File: config.mk
export PLATFORM = sky130hd
export DESIGN_NAME = info_frame_deframer_destuffer_core
export DESIGN_NICKNAME = d
export VERILOG_FILES = /design/src/hdl/ifdd_pkg.sv /design/src/hdl/info_frame_deframer_destuffer_core.sv /design/src/hdl/ifdd_regs.sv /design/src/hdl/ifdd_front.sv /design/src/hdl/ifdd_queue.sv /design/src/hdl/ifdd_engine.sv
export SDC_FILE = /design/constraint.sdc
export NUM_CORES = 1
export LEC_CHECK = 0
export BUFFER_PORTS_ARGS = -buffer_cell sky130_fd_sc_hd__buf_2
export CAP_MARGIN = 20
export CORE_MARGIN = 1
export CORE_UTILIZATION = 50
export DETAILED_ROUTE_END_ITERATION = 10
export GPL_ROUTABILITY_DRIVEN = 0
export PLACE_DENSITY = 0.74
export REMOVE_ABC_BUFFERS = 1
export SYNTH_ARGS = -nofsm -noshare
export SYNTH_HDL_FRONTEND = slang
export SYNTH_SLANG_ARGS = --single-unit
File: constraint.sdc
create_clock -name aclk -period 3.2 [get_ports aclk]
set_clock_uncertainty 0.05 [all_clocks]
set_input_delay 0.48 -clock aclk [delete_from_list [all_inputs] [get_ports aclk]]
set_output_delay 0.48 -clock aclk [all_outputs]
set_load 0.05 [all_outputs]
File: src/hdl/ifdd_pkg.sv
`timescale 1ns / 1ps
`default_nettype none
// ----------------------------------------------------------------------------
// ifdd_pkg: shared types and constants of the frame deframer/destuffer
// Register map, result kinds, receiver states and the word token that moves
// from the classifier to the frame engine.
// ----------------------------------------------------------------------------
package ifdd_pkg;

    localparam int MAX_PAYLOAD = 1024;
    localparam int CNT_W       = 11;
    localparam int QDEPTH      = 4;
    localparam int QPTR_W      = $clog2(QDEPTH);
    localparam int QCNT_W      = QPTR_W + 1;
    localparam int PADDR_W     = 5;
    localparam int REG_IDX_W   = 3;

    typedef enum logic [REG_IDX_W-1:0] {
        REG_FLAG      = 3'd0,
        REG_ESCAPE    = 3'd1,
        REG_STUFF_FLG = 3'd2,
        REG_STUFF_ESC = 3'd3,
        REG_ADDRESS   = 3'd4,
        REG_CTRL0     = 3'd5,
        REG_CTRL1     = 3'd6
    } reg_idx_t;

    typedef enum logic [2:0] {
        KIND_PAYLOAD   = 3'd0,
        KIND_GOOD      = 3'd1,
        KIND_CHECK_ERR = 3'd2,
        KIND_ESC_ERR   = 3'd3,
        KIND_OVERFLOW  = 3'd4
    } kind_t;

    typedef enum logic [2:0] {
        ST_HUNT = 3'd0,
        ST_FLAG = 3'd1,
        ST_ADDR = 3'd2,
        ST_CTRL = 3'd3,
        ST_DATA = 3'd4
    } rx_state_t;

    typedef enum logic [1:0] {
        ERR_NONE = 2'd0,
        ERR_ESC  = 2'd1,
        ERR_OVF  = 2'd2
    } err_t;

    typedef struct packed {
        logic [7:0] flag_byte;
        logic [7:0] escape_byte;
        logic [7:0] stuffed_flag_code;
        logic [7:0] stuffed_escape_code;
        logic [7:0] address_byte;
        logic [7:0] control_seq0;
        logic [7:0] control_seq1;
    } cfg_t;

    typedef struct packed {
        logic [7:0] data;
        logic       is_flag;
        logic       is_esc;
        logic       is_addr;
        logic       is_ctrl0;
        logic       is_ctrl1;
        logic       is_hcs0;
        logic       is_hcs1;
        logic       is_sfc;
        logic       is_sec;
    } token_t;

endpackage
`default_nettype wire

File: src/hdl/info_frame_deframer_destuffer_core.sv
`timescale 1ns / 1ps
`default_nettype none
// Throughput: one received word per cycle while m_ready is held high; result stalls fill the queue.
// An accepted word is registered in the token queue; the output register loads its result
//   as the word leaves the queue.
// A payload word is released by the following data word; the closing flag releases status.
// Reset: synchronous, active low; registers return to defaults, queue empties, hunt restarts.
// ----------------------------------------------------------------------------
// info_frame_deframer_destuffer_core: byte-stuffed information frame receiver
// Front classifier, 4-entry token queue and frame engine with an output
// register, plus the APB-style configuration register file.
// ----------------------------------------------------------------------------
module info_frame_deframer_destuffer_core (
    input  wire logic                         aclk,
    input  wire logic                         aresetn,
    // configuration port
    input  wire logic                         psel,
    input  wire logic                         penable,
    input  wire logic                         pwrite,
    input  wire logic [ifdd_pkg::PADDR_W-1:0] paddr,
    input  wire logic [31:0]                  pwdata,
    output logic      [31:0]                  prdata,
    output logic                              pready,
    // received words
    input  wire logic                         s_valid,
    output logic                              s_ready,
    input  wire logic [7:0]                   s_rx_byte,
    // results
    output logic                              m_valid,
    input  wire logic                         m_ready,
    output logic [7:0]                        m_out_byte,
    output logic [2:0]                        m_kind,
    output logic                              m_seq_bit,
    output logic [ifdd_pkg::CNT_W-1:0]        m_frame_len
);
    import ifdd_pkg::*;

    cfg_t   cfg;
    token_t push_token;
    token_t pop_token;
    logic   q_full;
    logic   q_push;
    logic   q_pop;
    logic   q_not_empty;

    // Configuration registers; the user must write them only while the receiver is idle (not enforced here)
    ifdd_regs u_regs (
        .aclk    (aclk),
        .aresetn (aresetn),
        .psel    (psel),
        .penable (penable),
        .pwrite  (pwrite),
        .paddr   (paddr),
        .pwdata  (pwdata),
        .prdata  (prdata),
        .pready  (pready),
        .cfg     (cfg)
    );

    // Front: accept a word whenever the queue has room, tag it with its matches
    ifdd_front u_front (
        .s_valid   (s_valid),
        .s_ready   (s_ready),
        .s_rx_byte (s_rx_byte),
        .cfg       (cfg),
        .q_full    (q_full),
        .q_push    (q_push),
        .q_token   (push_token)
    );

    // Queue: let the front keep accepting while the back waits on m_ready
    ifdd_queue u_queue (
        .aclk      (aclk),
        .aresetn   (aresetn),
        .push      (q_push),
        .push_data (push_token),
        .full      (q_full),
        .pop       (q_pop),
        .pop_data  (pop_token),
        .not_empty (q_not_empty)
    );

    // Back: header hunt, destuffing, check-word holdback, status on close
    ifdd_engine u_engine (
        .aclk        (aclk),
        .aresetn     (aresetn),
        .cfg         (cfg),
        .q_valid     (q_not_empty),
        .q_token     (pop_token),
        .q_pop       (q_pop),
        .m_valid     (m_valid),
        .m_ready     (m_ready),
        .m_out_byte  (m_out_byte),
        .m_kind      (m_kind),
        .m_seq_bit   (m_seq_bit),
        .m_frame_len (m_frame_len)
    );

endmodule
`default_nettype wire

File: src/hdl/ifdd_regs.sv
`timescale 1ns / 1ps
`default_nettype none
// ----------------------------------------------------------------------------
// ifdd_regs: configuration register file
// APB-style slave holding the delimiter, escape and header match bytes.
// ----------------------------------------------------------------------------
module ifdd_regs (
    input  wire logic                       aclk,
    input  wire logic                       aresetn,
    input  wire logic                       psel,
    input  wire logic                       penable,
    input  wire logic                       pwrite,
    input  wire logic [ifdd_pkg::PADDR_W-1:0] paddr,
    input  wire logic [31:0]                pwdata,
    output logic      [31:0]                prdata,
    output logic                            pready,
    output ifdd_pkg::cfg_t                  cfg
);
    import ifdd_pkg::*;

    cfg_t     cfg_reg;
    cfg_t     cfg_next;
    reg_idx_t idx;
    logic     wr_en;

    assign pready = 1'b1;
    assign idx    = reg_idx_t'(paddr[PADDR_W-1:2]);
    assign wr_en  = psel && penable && pwrite && pready;

    always_comb begin
        cfg_next = cfg_reg;
        if (wr_en) begin
            case (idx)
                REG_FLAG:      cfg_next.flag_byte           = pwdata[7:0];
                REG_ESCAPE:    cfg_next.escape_byte         = pwdata[7:0];
                REG_STUFF_FLG: cfg_next.stuffed_flag_code   = pwdata[7:0];
                REG_STUFF_ESC: cfg_next.stuffed_escape_code = pwdata[7:0];
                REG_ADDRESS:   cfg_next.address_byte        = pwdata[7:0];
                REG_CTRL0:     cfg_next.control_seq0        = pwdata[7:0];
                REG_CTRL1:     cfg_next.control_seq1        = pwdata[7:0];
                default:       cfg_next = cfg_reg;
            endcase
        end
    end

    always_ff @(posedge aclk) begin
        if (!aresetn) begin
            cfg_reg.flag_byte           <= 8'h7e;
            cfg_reg.escape_byte         <= 8'h7d;
            cfg_reg.stuffed_flag_code   <= 8'h5e;
            cfg_reg.stuffed_escape_code <= 8'h5d;
            cfg_reg.address_byte        <= 8'h03;
            cfg_reg.control_seq0        <= 8'h00;
            cfg_reg.control_seq1        <= 8'h40;
        end else begin
            cfg_reg <= cfg_next;
        end
    end

    always_comb begin
        case (idx)
            REG_FLAG:      prdata = {24'd0, cfg_reg.flag_byte};
            REG_ESCAPE:    prdata = {24'd0, cfg_reg.escape_byte};
            REG_STUFF_FLG: prdata = {24'd0, cfg_reg.stuffed_flag_code};
            REG_STUFF_ESC: prdata = {24'd0, cfg_reg.stuffed_escape_code};
            REG_ADDRESS:   prdata = {24'd0, cfg_reg.address_byte};
            REG_CTRL0:     prdata = {24'd0, cfg_reg.control_seq0};
            REG_CTRL1:     prdata = {24'd0, cfg_reg.control_seq1};
            default:       prdata = 32'd0;
        endcase
    end

    assign cfg = cfg_reg;

endmodule
`default_nettype wire

File: src/hdl/ifdd_front.sv
`timescale 1ns / 1ps
`default_nettype none
// ----------------------------------------------------------------------------
// ifdd_front: input word classifier
// Compares each received word against the configured codes and pushes the
// word with its match flags into the token queue.
// ----------------------------------------------------------------------------
module ifdd_front (
    input  wire logic           s_valid,
    output logic                s_ready,
    input  wire logic [7:0]     s_rx_byte,
    input  wire ifdd_pkg::cfg_t cfg,
    input  wire logic           q_full,
    output logic                q_push,
    output ifdd_pkg::token_t    q_token
);
    import ifdd_pkg::*;

    assign s_ready = !q_full;
    assign q_push  = s_valid && !q_full;

    always_comb begin
        q_token.data     = s_rx_byte;
        q_token.is_flag  = (s_rx_byte == cfg.flag_byte);
        q_token.is_esc   = (s_rx_byte == cfg.escape_byte);
        q_token.is_addr  = (s_rx_byte == cfg.address_byte);
        q_token.is_ctrl0 = (s_rx_byte == cfg.control_seq0);
        q_token.is_ctrl1 = (s_rx_byte == cfg.control_seq1);
        q_token.is_hcs0  = (s_rx_byte == (cfg.address_byte ^ cfg.control_seq0));
        q_token.is_hcs1  = (s_rx_byte == (cfg.address_byte ^ cfg.control_seq1));
        q_token.is_sfc   = (s_rx_byte == cfg.stuffed_flag_code);
        q_token.is_sec   = (s_rx_byte == cfg.stuffed_escape_code);
    end

endmodule
`default_nettype wire

File: src/hdl/ifdd_queue.sv
`timescale 1ns / 1ps
`default_nettype none
// ----------------------------------------------------------------------------
// ifdd_queue: token queue
// Short FIFO that decouples the classifier from the frame engine.
// ----------------------------------------------------------------------------
module ifdd_queue (
    input  wire logic             aclk,
    input  wire logic             aresetn,
    input  wire logic             push,
    input  wire ifdd_pkg::token_t push_data,
    output logic                  full,
    input  wire logic             pop,
    output ifdd_pkg::token_t      pop_data,
    output logic                  not_empty
);
    import ifdd_pkg::*;

    token_t              slot_reg [QDEPTH];
    logic [QPTR_W-1:0]   wr_ptr_reg, wr_ptr_next;
    logic [QPTR_W-1:0]   rd_ptr_reg, rd_ptr_next;
    logic [QCNT_W-1:0]   count_reg,  count_next;
    logic                do_push, do_pop;

    assign full      = (count_reg == QCNT_W'(QDEPTH));
    assign not_empty = (count_reg != '0);
    assign do_push   = push && !full;
    assign do_pop    = pop && not_empty;
    assign pop_data  = slot_reg[rd_ptr_reg];

    always_comb begin
        wr_ptr_next = do_push ? wr_ptr_reg + 1'b1 : wr_ptr_reg;
        rd_ptr_next = do_pop  ? rd_ptr_reg + 1'b1 : rd_ptr_reg;
        count_next  = count_reg;
        if (do_push && !do_pop) begin
            count_next = count_reg + 1'b1;
        end else if (do_pop && !do_push) begin
            count_next = count_reg - 1'b1;
        end
    end

    always_ff @(posedge aclk) begin
        if (!aresetn) begin
            wr_ptr_reg <= '0;
            rd_ptr_reg <= '0;
            count_reg  <= '0;
        end else begin
            wr_ptr_reg <= wr_ptr_next;
            rd_ptr_reg <= rd_ptr_next;
            count_reg  <= count_next;
        end
    end

    always_ff @(posedge aclk) begin
        if (do_push) begin
            slot_reg[wr_ptr_reg] <= push_data;
        end
    end

endmodule
`default_nettype wire

File: src/hdl/ifdd_engine.sv
`timescale 1ns / 1ps
`default_nettype none
// ----------------------------------------------------------------------------
// ifdd_engine: frame engine
// Runs the header hunt, destuffs payload, holds back the check word and
// issues payload and status results through an output register.
// ----------------------------------------------------------------------------
module ifdd_engine (
    input  wire logic             aclk,
    input  wire logic             aresetn,
    input  wire ifdd_pkg::cfg_t   cfg,
    input  wire logic             q_valid,
    input  wire ifdd_pkg::token_t q_token,
    output logic                  q_pop,
    output logic                  m_valid,
    input  wire logic             m_ready,
    output logic [7:0]            m_out_byte,
    output logic [2:0]            m_kind,
    output logic                  m_seq_bit,
    output logic [ifdd_pkg::CNT_W-1:0] m_frame_len
);
    import ifdd_pkg::*;

    localparam logic [CNT_W-1:0] CNT_MAX = CNT_W'(MAX_PAYLOAD);

    rx_state_t         state_reg, state_next;
    logic              esc_pend_reg, esc_pend_next;
    logic              seq_reg, seq_next;
    logic              held_valid_reg, held_valid_next;
    logic [7:0]        held_byte_reg, held_byte_next;
    logic [7:0]        xor_reg, xor_next;
    logic [CNT_W-1:0]  count_reg, count_next;
    err_t              err_reg, err_next;

    logic              m_valid_reg, m_valid_next;
    logic [7:0]        out_byte_reg, out_byte_next;
    kind_t             kind_reg, kind_next;
    logic              seq_out_reg, seq_out_next;
    logic [CNT_W-1:0]  len_reg, len_next;

    logic              out_free;
    logic              emit;
    logic              have_d;
    logic [7:0]        d_byte;
    logic              bad_code;
    err_t              err_close;

    assign out_free = !m_valid_reg || m_ready;
    assign q_pop    = q_valid && out_free;

    // Destuff the current data word
    always_comb begin
        have_d   = 1'b0;
        d_byte   = q_token.data;
        bad_code = 1'b0;
        if (esc_pend_reg) begin
            if (q_token.is_sfc) begin
                have_d = 1'b1;
                d_byte = cfg.flag_byte;
            end else if (q_token.is_sec) begin
                have_d = 1'b1;
                d_byte = cfg.escape_byte;
            end else begin
                bad_code = 1'b1;
            end
        end else if (!q_token.is_esc) begin
            have_d = 1'b1;
        end
        err_close = (err_reg == ERR_NONE && esc_pend_reg) ? ERR_ESC : err_reg;
    end

    // Next state
    always_comb begin
        state_next = state_reg;
        if (q_pop) begin
            case (state_reg)
                ST_HUNT: state_next = q_token.is_flag ? ST_FLAG : ST_HUNT;
                ST_FLAG: begin
                    if (q_token.is_flag)      state_next = ST_FLAG;
                    else if (q_token.is_addr) state_next = ST_ADDR;
                    else                      state_next = ST_HUNT;
                end
                ST_ADDR: begin
                    if (q_token.is_flag)                          state_next = ST_FLAG;
                    else if (q_token.is_ctrl0 || q_token.is_ctrl1) state_next = ST_CTRL;
                    else                                          state_next = ST_HUNT;
                end
                ST_CTRL: begin
                    if (q_token.is_flag) begin
                        state_next = ST_FLAG;
                    end else if (seq_reg ? q_token.is_hcs1 : q_token.is_hcs0) begin
                        state_next = ST_DATA;
                    end else begin
                        state_next = ST_HUNT;
                    end
                end
                ST_DATA: state_next = q_token.is_flag ? ST_FLAG : ST_DATA;
                default: state_next = ST_HUNT;
            endcase
        end
    end

    // Datapath and result
    always_comb begin
        esc_pend_next   = esc_pend_reg;
        seq_next        = seq_reg;
        held_valid_next = held_valid_reg;
        held_byte_next  = held_byte_reg;
        xor_next        = xor_reg;
        count_next      = count_reg;
        err_next        = err_reg;
        emit            = 1'b0;
        out_byte_next   = 8'd0;
        kind_next       = KIND_PAYLOAD;
        seq_out_next    = seq_reg;
        len_next        = count_reg;
        if (q_pop) begin
            case (state_reg)
                ST_ADDR: begin
                    if (!q_token.is_flag) begin
                        if (q_token.is_ctrl0)      seq_next = 1'b0;
                        else if (q_token.is_ctrl1) seq_next = 1'b1;
                    end
                end
                ST_CTRL: begin
                    if (!q_token.is_flag && (seq_reg ? q_token.is_hcs1 : q_token.is_hcs0)) begin
                        esc_pend_next   = 1'b0;
                        held_valid_next = 1'b0;
                        held_byte_next  = 8'd0;
                        xor_next        = 8'd0;
                        count_next      = '0;
                        err_next        = ERR_NONE;
                    end
                end
                ST_DATA: begin
                    if (q_token.is_flag) begin
                        emit            = 1'b1;
                        err_next        = err_close;
                        esc_pend_next   = 1'b0;
                        held_valid_next = 1'b0;
                        if (err_close == ERR_ESC) begin
                            kind_next = KIND_ESC_ERR;
                        end else if (err_close == ERR_OVF) begin
                            kind_next = KIND_OVERFLOW;
                        end else if (held_valid_reg && held_byte_reg == xor_reg) begin
                            kind_next = KIND_GOOD;
                        end else begin
                            kind_next = KIND_CHECK_ERR;
                        end
                    end else begin
                        if (esc_pend_reg) begin
                            esc_pend_next = 1'b0;
                        end else if (q_token.is_esc) begin
                            esc_pend_next = 1'b1;
                        end
                        if (bad_code && err_reg == ERR_NONE) begin
                            err_next = ERR_ESC;
                        end
                        if (have_d) begin
                            held_byte_next = d_byte;
                            if (!held_valid_reg) begin
                                held_valid_next = 1'b1;
                            end else if (count_reg < CNT_MAX) begin
                                // release the held word: it is not the check word
                                xor_next      = xor_reg ^ held_byte_reg;
                                count_next    = count_reg + 1'b1;
                                emit          = 1'b1;
                                out_byte_next = held_byte_reg;
                                kind_next     = KIND_PAYLOAD;
                                len_next      = count_reg + 1'b1;
                            end else if (err_reg == ERR_NONE) begin
                                err_next = ERR_OVF;
                            end
                        end
                    end
                end
                default: begin
                    seq_next = seq_reg;
                end
            endcase
        end
        if (emit) begin
            m_valid_next = 1'b1;
        end else begin
            m_valid_next = m_valid_reg && !m_ready;
        end
    end

    always_ff @(posedge aclk) begin
        if (!aresetn) begin
            state_reg      <= ST_HUNT;
            esc_pend_reg   <= 1'b0;
            seq_reg        <= 1'b0;
            held_valid_reg <= 1'b0;
            err_reg        <= ERR_NONE;
            count_reg      <= '0;
            m_valid_reg    <= 1'b0;
        end else begin
            state_reg      <= state_next;
            esc_pend_reg   <= esc_pend_next;
            seq_reg        <= seq_next;
            held_valid_reg <= held_valid_next;
            err_reg        <= err_next;
            count_reg      <= count_next;
            m_valid_reg    <= m_valid_next;
        end
    end

    always_ff @(posedge aclk) begin
        held_byte_reg <= held_byte_next;
        xor_reg       <= xor_next;
        if (emit) begin
            out_byte_reg <= out_byte_next;
            kind_reg     <= kind_next;
            seq_out_reg  <= seq_out_next;
            len_reg      <= len_next;
        end
    end

    assign m_valid     = m_valid_reg;
    assign m_out_byte  = out_byte_reg;
    assign m_kind      = kind_reg;
    assign m_seq_bit   = seq_out_reg;
    assign m_frame_len = len_reg;

endmodule
`default_nettype wire

Word-level counts from Yosys, hierarchy flattened --
Memory sizes are Yosys's and may differ from the RTL's. A register that Yosys moved wholly into a read port is not among the register bits. Cells that the tools add are included.
Word-level totals: flip-flop bits (word level) 122, bits in writable memories 68, input port bits 52, memories 1
Operators by class: add/sub/neg operators 5, magnitude comparators 1, equal/unequal tests 29, multiplexer cells 73, bitwise gates (word level) 9, reduce and logical (&&, ||, !) cells 43
Memory list:
- u_queue.slot_reg | depth 4, bits a word 17, rd ports 1, clocked after Yosys merged registers in 1, write ports 1, line ifdd_queue.sv:19 | token_t slot_reg [QDEPTH];
Operators with widths (number):
- equality test 8 bit | 10
- 2-to-1 mux 8 bit | 10
- 2-to-1 mux 11 bit | 7
- one-hot mux 8 bit (7 select lines) | 1
- one-hot mux 8 bit (2 select lines) | 2
- 2-to-1 mux 2 bit | 14
- 2-to-1 mux 1 bit | 26
- 2-to-1 mux 3 bit | 8
- bitwise XOR 8 bit | 3
- one-hot mux 11 bit (2 select lines) | 1
- equality test 3 bit (second input constant) | 5
- one-hot mux 3 bit (5 select lines) | 1
- AND reduction 2 bit | 7
- logical AND 1 bit | 13
- equality test 3 x 2 -> 1 bit (second input constant) | 4
- adder 11 x 1 -> 11 bit (second input constant) | 1
- less-than comparator 11 bit (second input constant) | 1
- inequality test 2 x 1 -> 1 bit (second input constant) | 4
- AND reduction 4 bit | 2
- AND reduction 7 bit | 1
- equality test 3 x 1 -> 1 bit (second input constant) | 2
- zero test 1 bit | 6
- zero test 3 bit | 2
- NOT 1 bit | 6
- 17 further kinds | 23

Logic depth before layout (Yosys ltp) --
Gate-level depths: netlist (run 1).
depth after elaboration 11, depth in mapped cells 10

Hierarchy --
Synthesis (run 1) repeated with hierarchy kept, for this count alone.
Unflattened totals: cell total of the unflattened synthesis 843, area, all modules 9969.6 um^2
Modules (own cells, without submodules):
- ifdd_regs | times used 1, cells each 318, area each 3005.4 um^2
- ifdd_queue | times used 1, cells each 137, area each 2967.8 um^2
- ifdd_engine | times used 1, cells each 271, area each 2896.5 um^2
- ifdd_front | times used 1, cells each 117, area each 1099.8 um^2

Worst setup path before layout (run 1) --
Ideal clock, no wire load.
kind in2out, start point in paddr[2] (netlist bit), end point out prdata[1], arrival time 2.656 ns, data required time 2.670 ns, setup slack 0.014 ns, stages on the path 5, cells stage by stage clkbuf_1 > clkbuf_1 > nor2b_1 > a21oi_1 > o21ai_0
Between the ends: cells in the longest elaborated chain, start to end 2, elaborated cells between the ends (all ways) 8, classes of those cells eq/ne: 6; mux: 1; reduce/logical: 1
RTL lines:
- from (decl) | line info_frame_deframer_destuffer_core.sv:20 | input wire logic [ifdd_pkg::PADDR_W-1:0] paddr,
- equality test 3 bit (tied with other cells) | line ifdd_regs.sv:61 | case (idx)
- one-hot mux 8 bit (7 select lines) (*) | line ifdd_regs.sv:61
- to (decl) | line info_frame_deframer_destuffer_core.sv:22 | output logic [31:0] prdata,
Mark *: on every way between the ends. The rest lies on a longest branch, timed or not.

==> results of run 1 <==
area by class of cell:
type,count,area share (%)
Clock buffer,20,4.27
Clock inverter,12,1.29
Inverter,11,0.395
Multi-Input combinational cell,614,39.9
Sequential cell,192,47.0
Tap cell,229,2.74
Timing Repair Buffer,77,4.33
placed cells by master (no fill, tap or decap), types with 22 or more instances in the layout:
cell and n:
nand3_1 32, mux2i_1 40, o21ai_0 22, edfxtp_1 107, buf_2 58, dfxtp_1 85, nand2_1 115, nor2b_1 32
nor2_1 60, conb_1 25, xnor2_1 76
metrics by stage:
step,power (mW),hold WS [ps],utilization [%],std cells
after floorplan,3.73,415,-,817
after global placement,4.06,429,54.1,1122
after detailed placement,4.09,438,54.1,1122
after CTS,6.17,304,57.3,1154
after global routing,6.41,323,57.4,1155
final,6.15,319,57.4,1155
layer usage:
metal | wire [microns] | GRT usage (%) | up-vias | part of all wire (%)
met2 | 9930 | 36.4 | 182 | 49
li1 | - | - | 3119 | -
met1 | 8920 | 27.5 | 3125 | 44
met4 | 456 | 8.48 | 0 | 2.3
met5 | 0 | 0 | - | 0
met3 | 920 | 4.47 | 37 | 4.5
logic make-up after synthesis:
kind of cell	count (synthesis)	share of synthesized area (%)
buffers and inverters	79	4.53
AOI/OAI and AO/OA	97	6.90
DFF	192	52.2
xor gates and xnor gates	91	8.46
adders and majority gates	7	1.01
muxes	67	9.75
and+or+nand+nor	327	17.1
other	2	0.0798
worst max-delay path, stage by stage, from the launching register on:
cell and delay (ps):
dfxtp_1 550, mux4_2 420, a311o_1 290, or4_4 460, a21o_1 340, o21ai_0 220, buf_4 190
worst paths after layout:
path	start	to	slack [ps]	cells after the start
worst max-delay path	register	u_engine.held_byte_reg[7]$_SDFFCE_PN0P_	390	6
worst min register to register	u_regs.cfg[37]$_SDFFE_PN0P_	u_regs.cfg[37]$_SDFFE_PN0P_	450	2
worst min-delay path	pwdata[5]	u_regs.cfg[37]$_SDFFE_PN0P_	320	3
worst max register to register	register	u_engine.held_byte_reg[7]$_SDFFCE_PN0P_	390	6
power by group through the flow:
stage | Clock (mW) | Combinational, mW | Sequential, mW
floorplan | 0 | 0.824 | 2.90
global placement | 0 | 1.20 | 2.86
detailed placement | 0 | 1.22 | 2.87
CTS | 2.13 | 1.23 | 2.81
global route | 2.23 | 1.36 | 2.83
finish | 2.10 | 1.23 | 2.81
==> impl_metrics.env, run 1 <==
export IMPL_status="complete, but fails checks"
export IMPL_violations="design-rule violations"
export IMPL_ctsRootBufferMaster="clkbuf_16"
export IMPL_first_global_vias=6266
export IMPL_async_flop_share_pct=0
export IMPL_firstDrtPassIters=8
export IMPL_rsz0062_at_grt="no"
export IMPL_synth_enable_flop_cells=107
export IMPL_power_switching_mw=1.74
export IMPL_ys_seq_area_share_pct=52.2
export IMPL_diodes=0
export IMPL_fin_tns_setup_ps=0
export IMPL_maxCapViolations=0
export IMPL_num_fill_cells=1533
export IMPL_largest_reg_flops=68
export IMPL_max_slew_worst_pin_slew_ps=1050
export IMPL_post_route_worst_setup_slack_ps=389
export IMPL_synth_area_leaders="edfxtp_1 (34%), dfxtp_1 (18%), xnor2_1 (7.1%), nand2_1 (4.6%), mux4_2 (4.5%)"
export IMPL_power_frac_clock_pct=34.2
export IMPL_grt_total_usage_pct=21.7
export IMPL_synth_seq_cells=192
export IMPL_routed_wl_mm=20.2
export IMPL_num_rows=49
export IMPL_drt_iter0_markers=407
export IMPL_cts_buffers=17
export IMPL_hp_class="in2reg"
export IMPL_place_worst_setup_slack_ps=92.5
export IMPL_seqCellArea_sq_um=4910
export IMPL_port_buffers=58
export IMPL_clkSinkCount=192
export IMPL_swShare_pct=28.3
export IMPL_yosysMostFrequentCell="nand2_1"
export IMPL_report_final_hold_viol_count=0
export IMPL_worstSetupStartpointType="register"
export IMPL_die_x_microns=139
export IMPL_synth_warnings=0
export IMPL_period_share_pct=87.8
export IMPL_synth_area_leader_cell="edfxtp_1"
export IMPL_nets=972
export IMPL_cts_resized=0
export IMPL_synthCells=862
export IMPL_syn_cell_area_sq_um=9420
export IMPL_die_area_sq_um=19400
export IMPL_multi_input_area_sq_um=4180
export IMPL_timing_fmax_mhz=356
export IMPL_grt_overflow_total=0
export IMPL_die_h_microns=139
export IMPL_area_growth_pct=11.0
export IMPL_ir_drop_v=0.000389
export IMPL_synth_top_area_share_pct=34.1
export IMPL_clkTransAtPathRegs_ps=70
export IMPL_ys_flop_type="edfxtp_1"
export IMPL_cp_end_kind="register"
export IMPL_fin_area_sq_um=10500
export IMPL_placed_area_sq_um=9840
export IMPL_period_minus_slack_ps=2810
export IMPL_detail_route_antenna_nets=0
export IMPL_cts_buffer_depth=2
export IMPL_vias=6463
export IMPL_core_area_sq_um=18200
export IMPL_grt_pass1_wl_mm=32.6
export IMPL_dpl_hpwl_mm=13.9
export IMPL_drc=9
export IMPL_grt_max_degree=37
export IMPL_layout_drive_gt1_share_pct=15.7
export IMPL_critPathArrivalTime_ps=2900
export IMPL_cts_hold_buf=0
export IMPL_viasPerCell=5.60
export IMPL_power_leakage_nw=3.78
export IMPL_synthTopCellsByCount="nand2_1 (115), edfxtp_1 (107), dfxtp_1 (85)"
export IMPL_ioPinCount=110
export IMPL_slew_headroom_pct=30.0
export IMPL_crit_type="reg2reg"
export IMPL_required_ps=3290
export IMPL_intPower_mw=4.41
export IMPL_clk_latency_ps=430
export IMPL_p_per_area_nw_per_um2=588
export IMPL_antenna_found_initial=0
export IMPL_setup_viol=0
export IMPL_ys_types=59
export IMPL_tritoncts="yes"
export IMPL_crit_fanout=12
export IMPL_avgSynthCellArea_sq_um=10.9
export IMPL_htree_levels=4
export IMPL_initial_core_util_pct=51.7
export IMPL_seqPwrFrac_pct=45.8
export IMPL_pwr_share_comb_pct=20.1
export IMPL_slew_violations=0
export IMPL_cts_setup_buffers=0
export IMPL_wl_per_cell_microns=17.5
Note: power is estimated with default switching activity, not from simulation.
==> inputs of run 2 (changes only) <==
- PLACE_DENSITY: 0.74 -> 0.71
- clock period: 3.2 -> 3.1 ns (I/O delays scaled with it)
==> impl_metrics.env, run 2 (synthesized netlist as in run 1, its figures left out) <==
export IMPL_p_per_area_nw_per_um2=612
export IMPL_antenna_found_initial=0
export IMPL_viasPerCell=5.55
export IMPL_diodes=0
export IMPL_cts_buffer_depth=2
export IMPL_wl_per_cell_microns=17.3
export IMPL_dp_cells=1123
export IMPL_cts_hold_buf=0
export IMPL_critPathArrivalTime_ps=2870
export IMPL_tritoncts="yes"
export IMPL_nets=972
export IMPL_routed_wl_mm=20.0
export IMPL_ctsRootBufferMaster="clkbuf_16"
export IMPL_setup_viol=0
export IMPL_cts_setup_buffers=0
export IMPL_largest_reg_flops=68
export IMPL_status="complete, but fails checks"
export IMPL_timing_fmax_mhz=359
export IMPL_place_worst_setup_slack_ps=292
export IMPL_num_fill_cells=1532
export IMPL_layout_drive_gt1_share_pct=15.7
export IMPL_slew_headroom_pct=32.4
export IMPL_clkTransAtPathRegs_ps=70
export IMPL_required_ps=3190
export IMPL_grt_total_usage_pct=21.4
export IMPL_detail_route_antenna_nets=0
export IMPL_crit_fanout=25
export IMPL_clk_latency_ps=430
export IMPL_hold_ws_ps=316
export IMPL_drt_iter0_markers=420
export IMPL_die_h_microns=139
export IMPL_area_growth_pct=11.0
export IMPL_violations="design-rule violations"
export IMPL_grt_pass1_wl_mm=32.3
export IMPL_vias=6416
export IMPL_seqCellArea_sq_um=4910
export IMPL_report_final_hold_viol_count=0
export IMPL_post_route_worst_setup_slack_ps=311
export IMPL_cp_end_kind="register"
export IMPL_hp_start="pwdata[1]"
export IMPL_initial_core_util_pct=51.7
export IMPL_final_cell_mix="nand2_1 (115), edfxtp_1 (107), dfxtp_1 (85), xnor2_1 (76), nor2_1 (60)"
export IMPL_hp_class="in2reg"
export IMPL_die_x_microns=139
export IMPL_core_area_sq_um=18200
export IMPL_multi_input_area_sq_um=4160
export IMPL_cts_buffers=17
export IMPL_ir_drop_v=0.000403
export IMPL_cts_resized=0
export IMPL_first_global_vias=6164
export IMPL_power_leakage_nw=3.79
export IMPL_die_area_sq_um=19400
export IMPL_num_rows=49
export IMPL_rsz0062_at_grt="no"
export IMPL_final_common_cell="nand2_1"
export IMPL_maxCapViolations=0
export IMPL_crit_type="reg2reg"
export IMPL_htree_levels=4
export IMPL_fin_tns_setup_ps=0
export IMPL_grt_overflow_total=0
export IMPL_dpl_hpwl_mm=14.0
export IMPL_max_slew_worst_pin_slew_ps=1010
export IMPL_grt_max_degree=40
export IMPL_ioPinCount=110
export IMPL_drc=10
export IMPL_clkSinkCount=192
export IMPL_port_buffers=58
export IMPL_period_minus_slack_ps=2790
export IMPL_firstDrtPassIters=8
export IMPL_final_cell_count_no_fill=1155
export IMPL_slew_violations=0
export IMPL_period_share_pct=90.0
export IMPL_worstSetupStartpointType="register"
## run 2: changes by cell type in the layout (fill, tap and decap cells not counted), sizes merged
cell,before,now
clkinvlp,3,2
clkinv,5,6
## run 2: stage by stage
| step | power (mW) | instance area (sq um) | util [%] |
|---|---|---|---|
| 2_1_floorplan | 3.85 | 9120 | - |
| 3_3_place_gp | 4.21 | 9850 | 54.1 |
| 3_5_place_dp | 4.24 | 9850 | 54.1 |
| 4_1_cts | 6.42 | 10500 | 57.4 |
| 5_1_grt | 6.66 | 10500 | 57.4 |
| 6_report | 6.39 | 10500 | 57.4 |
## run 2: final timing paths
path                                                  end  slack, ps  cells after the start
setup / recovery  u_engine.held_byte_reg[5]$_SDFFCE_PN0P_        310                      7
hold / removal                u_regs.cfg[41]$_SDFFE_PN0P_        320                      3
setup reg to reg  u_engine.held_byte_reg[5]$_SDFFCE_PN0P_        310                      7
hold reg to reg        u_engine.count_reg[1]$_SDFFE_PN0P_        440                      2
## run 2: critical path, stage by stage, from the launching register on
cell	delay [ps]
dfxtp_1	360
buf_4	370
mux2i_1	140
a311o_1	360
or4_4	470
a21o_1	330
o21ai_0	210
buf_4	190
## run 2: cell type report
cell class / count / share of cell area (%)
sequential: 192 / 47.0
multi-input combinational: 614 / 39.8
clock buffer: 20 / 4.48
timing repair buffer: 77 / 4.26
tap: 229 / 2.74
clock inverter: 12 / 1.25
inverter: 11 / 0.395
## run 2: per-layer routing
metal  up-vias  track usage, %  part of all wire (%)  routed length [microns]
li1       3115               -                     -                        -
met1      3081            28.3                    46                     9200
met2       192            35.1                    48                     9690
met3        28            4.37                   4.2                      842
met4         0            7.02                   1.5                      307
met5         -               0                     0                        0
## run 2: where the power goes
part           internal [mW]  switching, mW  total, mW
registers               2.82         0.0748       2.90
logic                  0.518          0.768       1.29
clock network           1.26          0.951       2.21
total                   4.60           1.79       6.39
==> inputs of run 3 (changes only) <==
--- a/config.mk
+++ b/config.mk
@@ -9,8 +9,8 @@
 export CAP_MARGIN = 20
 export CORE_MARGIN = 1
-export CORE_UTILIZATION = 50
+export CORE_UTILIZATION = 59
 export DETAILED_ROUTE_END_ITERATION = 10
 export GPL_ROUTABILITY_DRIVEN = 0
-export PLACE_DENSITY = 0.71
+export PLACE_DENSITY = 0.82
 export REMOVE_ABC_BUFFERS = 1
 export SYNTH_ARGS = -nofsm -noshare
--- a/constraint.sdc
+++ b/constraint.sdc
@@ -3,3 +3,3 @@
 set_input_delay 0.465 -clock aclk [delete_from_list [all_inputs] [get_ports aclk]]
 set_output_delay 0.465 -clock aclk [all_outputs]
-set_load 0.05 [all_outputs]
+set_load 0.005 [all_outputs]
==> impl_metrics.env, run 3 (synthesized netlist as in run 1, its figures left out) <==
export IMPL_ioPinCount=110
export IMPL_period_share_pct=92.5
export IMPL_rsz0062_at_grt="no"
export IMPL_maxCapViolations=0
export IMPL_seqCellArea_sq_um=4910
export IMPL_final_common_cell="nand2_1"
export IMPL_drc=0
export IMPL_r2r_setup_slack_ps=230
export IMPL_pwr_share_comb_pct=19.3
export IMPL_cts_hold_buf=0
export IMPL_final_cell_mix="nand2_1 (115), edfxtp_1 (107), dfxtp_1 (85), xnor2_1 (76), nor2_1 (60)"
export IMPL_antenna_found_initial=0
export IMPL_die_area_sq_um=16500
export IMPL_utilization_pct=67.3
export IMPL_clkTransAtPathRegs_ps=70
export IMPL_initial_core_util_pct=61.3
export IMPL_status="complete, no violations"
export IMPL_power_leakage_nw=3.74
export IMPL_first_global_vias=6317
export IMPL_slew_headroom_pct=37.0
export IMPL_crit_fanout=16
export IMPL_crit_type="reg2reg"
export IMPL_p_per_area_nw_per_um2=585
export IMPL_setup_viol=0
export IMPL_routed_wl_mm=19.9
export IMPL_dpl_hpwl_mm=13.7
export IMPL_grt_pass1_wl_mm=32.3
export IMPL_firstDrtPassIters=5
export IMPL_grt_max_degree=48
export IMPL_required_ps=3270
export IMPL_ir_drop_v=0.000422
export IMPL_hp_class="in2reg"
export IMPL_detail_route_antenna_nets=0
export IMPL_cp_end_kind="register"
export IMPL_crit_path_cell_trace="buf_4 -> buf_4 -> mux4_2 -> nor2_1 -> nor2_1 -> nor2_1 -> a311oi_1"
export IMPL_viasPerCell=5.80
export IMPL_worstSetupStartpointType="register"
export IMPL_clk_latency_ps=430
export IMPL_num_rows=45
export IMPL_multi_input_area_sq_um=4160
export IMPL_cts_buffer_depth=2
export IMPL_area_growth_pct=9.82
export IMPL_grt_overflow_total=0
export IMPL_drt_iter0_markers=494
export IMPL_tritoncts="yes"
export IMPL_largest_reg_flops=68
export IMPL_cp_slowest_cell="nor2_1"
export IMPL_intPower_mw=4.36
export IMPL_max_slew_worst_pin_slew_ps=942
export IMPL_power_switching_mw=1.69
export IMPL_htree_levels=4
export IMPL_timing_fmax_mhz=349
export IMPL_r2r_cells=7
export IMPL_cpMostUsedCell="nor2_1"
export IMPL_diodes=0
export IMPL_die_x_microns=128
export IMPL_grt_total_usage_pct=25.6
export IMPL_wl_per_cell_microns=17.6
export IMPL_clkSinkCount=192
export IMPL_slew_violations=0
export IMPL_period_minus_slack_ps=2870
export IMPL_num_fill_cells=1145
export IMPL_crit_end="u_engine.held_byte_reg[2]$_SDFFCE_PN0P_"
export IMPL_nets=969
export IMPL_report_final_hold_viol_count=0
export IMPL_core_area_sq_um=15400
export IMPL_cts_resized=0
export IMPL_fin_area_sq_um=10300
export IMPL_seqPwrFrac_pct=48.0
export IMPL_critPathMaxStageDelay_ps=720
export IMPL_power_frac_clock_pct=32.7
export IMPL_fin_tns_setup_ps=0
export IMPL_worstReg2RegEnd="u_engine.held_byte_reg[2]$_SDFFCE_PN0P_"
export IMPL_layout_drive_gt1_share_pct=15.4
export IMPL_cts_buffers=17
export IMPL_die_h_microns=128
export IMPL_critPathArrivalTime_ps=3030
export IMPL_cts_setup_buffers=0
export IMPL_hold_ws_ps=304
export IMPL_vias=6576
export IMPL_port_buffers=58
export IMPL_ctsRootBufferMaster="clkbuf_16"
export IMPL_placed_area_sq_um=9800
export IMPL_swShare_pct=27.9
==> run 3: cell types whose count changed in the layout (fill, tap and decap cells not counted), sizes merged <==
| cell | previous run | this run |
|---|---|---|
| clkinvlp | 2 | 5 |
| clkinv | 6 | 7 |
| bufinv | 2 | 0 |
| buf | 77 | 74 |
| clkbuf | 20 | 18 |
==> run 3: how the worst min path moves through the flow <==
stage | startpoint | slack [ps] | endpoint | cells after the start
after floorplan | u_engine.count_reg[1]$_SDFFE_PN0P_ | 410 | u_engine.count_reg[1]$_SDFFE_PN0P_ | 2
after global placement | u_engine.count_reg[1]$_SDFFE_PN0P_ | 430 | u_engine.count_reg[1]$_SDFFE_PN0P_ | 2
after detailed placement | u_regs.cfg[25]$_SDFFE_PN0P_ | 440 | u_regs.cfg[25]$_SDFFE_PN0P_ | 2
after CTS | pwdata[5] | 290 | u_regs.cfg[29]$_SDFFE_PN0P_ | 3
after global routing | m_ready | 310 | u_engine.m_valid$_SDFF_PN0_ | 3
final | pwdata[5] | 300 | u_regs.cfg[29]$_SDFFE_PN0P_ | 3
==> run 3: per-layer routing <==
metal / share of wire [%] / wire (microns) / global-route usage, %
met2: 50 / 9870 / 43.7
met5: 0 / 0 / 0
met1: 41 / 8250 / 31.8
met3: 6.1 / 1220 / 4.16
met4: 2.9 / 580 / 12.7
==> run 3: power by group through the flow <==
stage	clock [mW]	combinational, mW	sequential [mW]
global route	2.09	1.27	2.92
floorplan	0	0.753	2.99
global placement	0	1.13	2.95
detailed placement	0	1.16	2.95
finish	1.98	1.17	2.90
CTS	2.00	1.17	2.90
==> run 3: layout make-up <==
cell class,instances,area share [%]
timing repair buffer,74,4.13
inverter,11,0.399
clock inverter,14,0.883
clock buffer,18,4.25
tap,211,2.55
sequential,192,47.5
multi-input combinational,614,40.3
==> run 3: worst max-delay path: cells and delay by family, from the launching register on <==
kind	cells	cell delay, ps
simple gates	3	950
buf+inv	2	470
flops	1	460
compound gates	1	360
mux	1	340
==> run 3: stage by stage <==
| stage | cells | worst slack (ps) | power, mW |
|---|---|---|---|
| 2_1_floorplan | 817 | -707 | 3.75 |
| 3_3_place_gp | 1101 | 296 | 4.08 |
| 3_5_place_dp | 1101 | 280 | 4.11 |
| 4_1_cts | 1133 | 250 | 6.07 |
| 5_1_grt | 1134 | 18.8 | 6.28 |
| 6_report | 1134 | 234 | 6.05 |
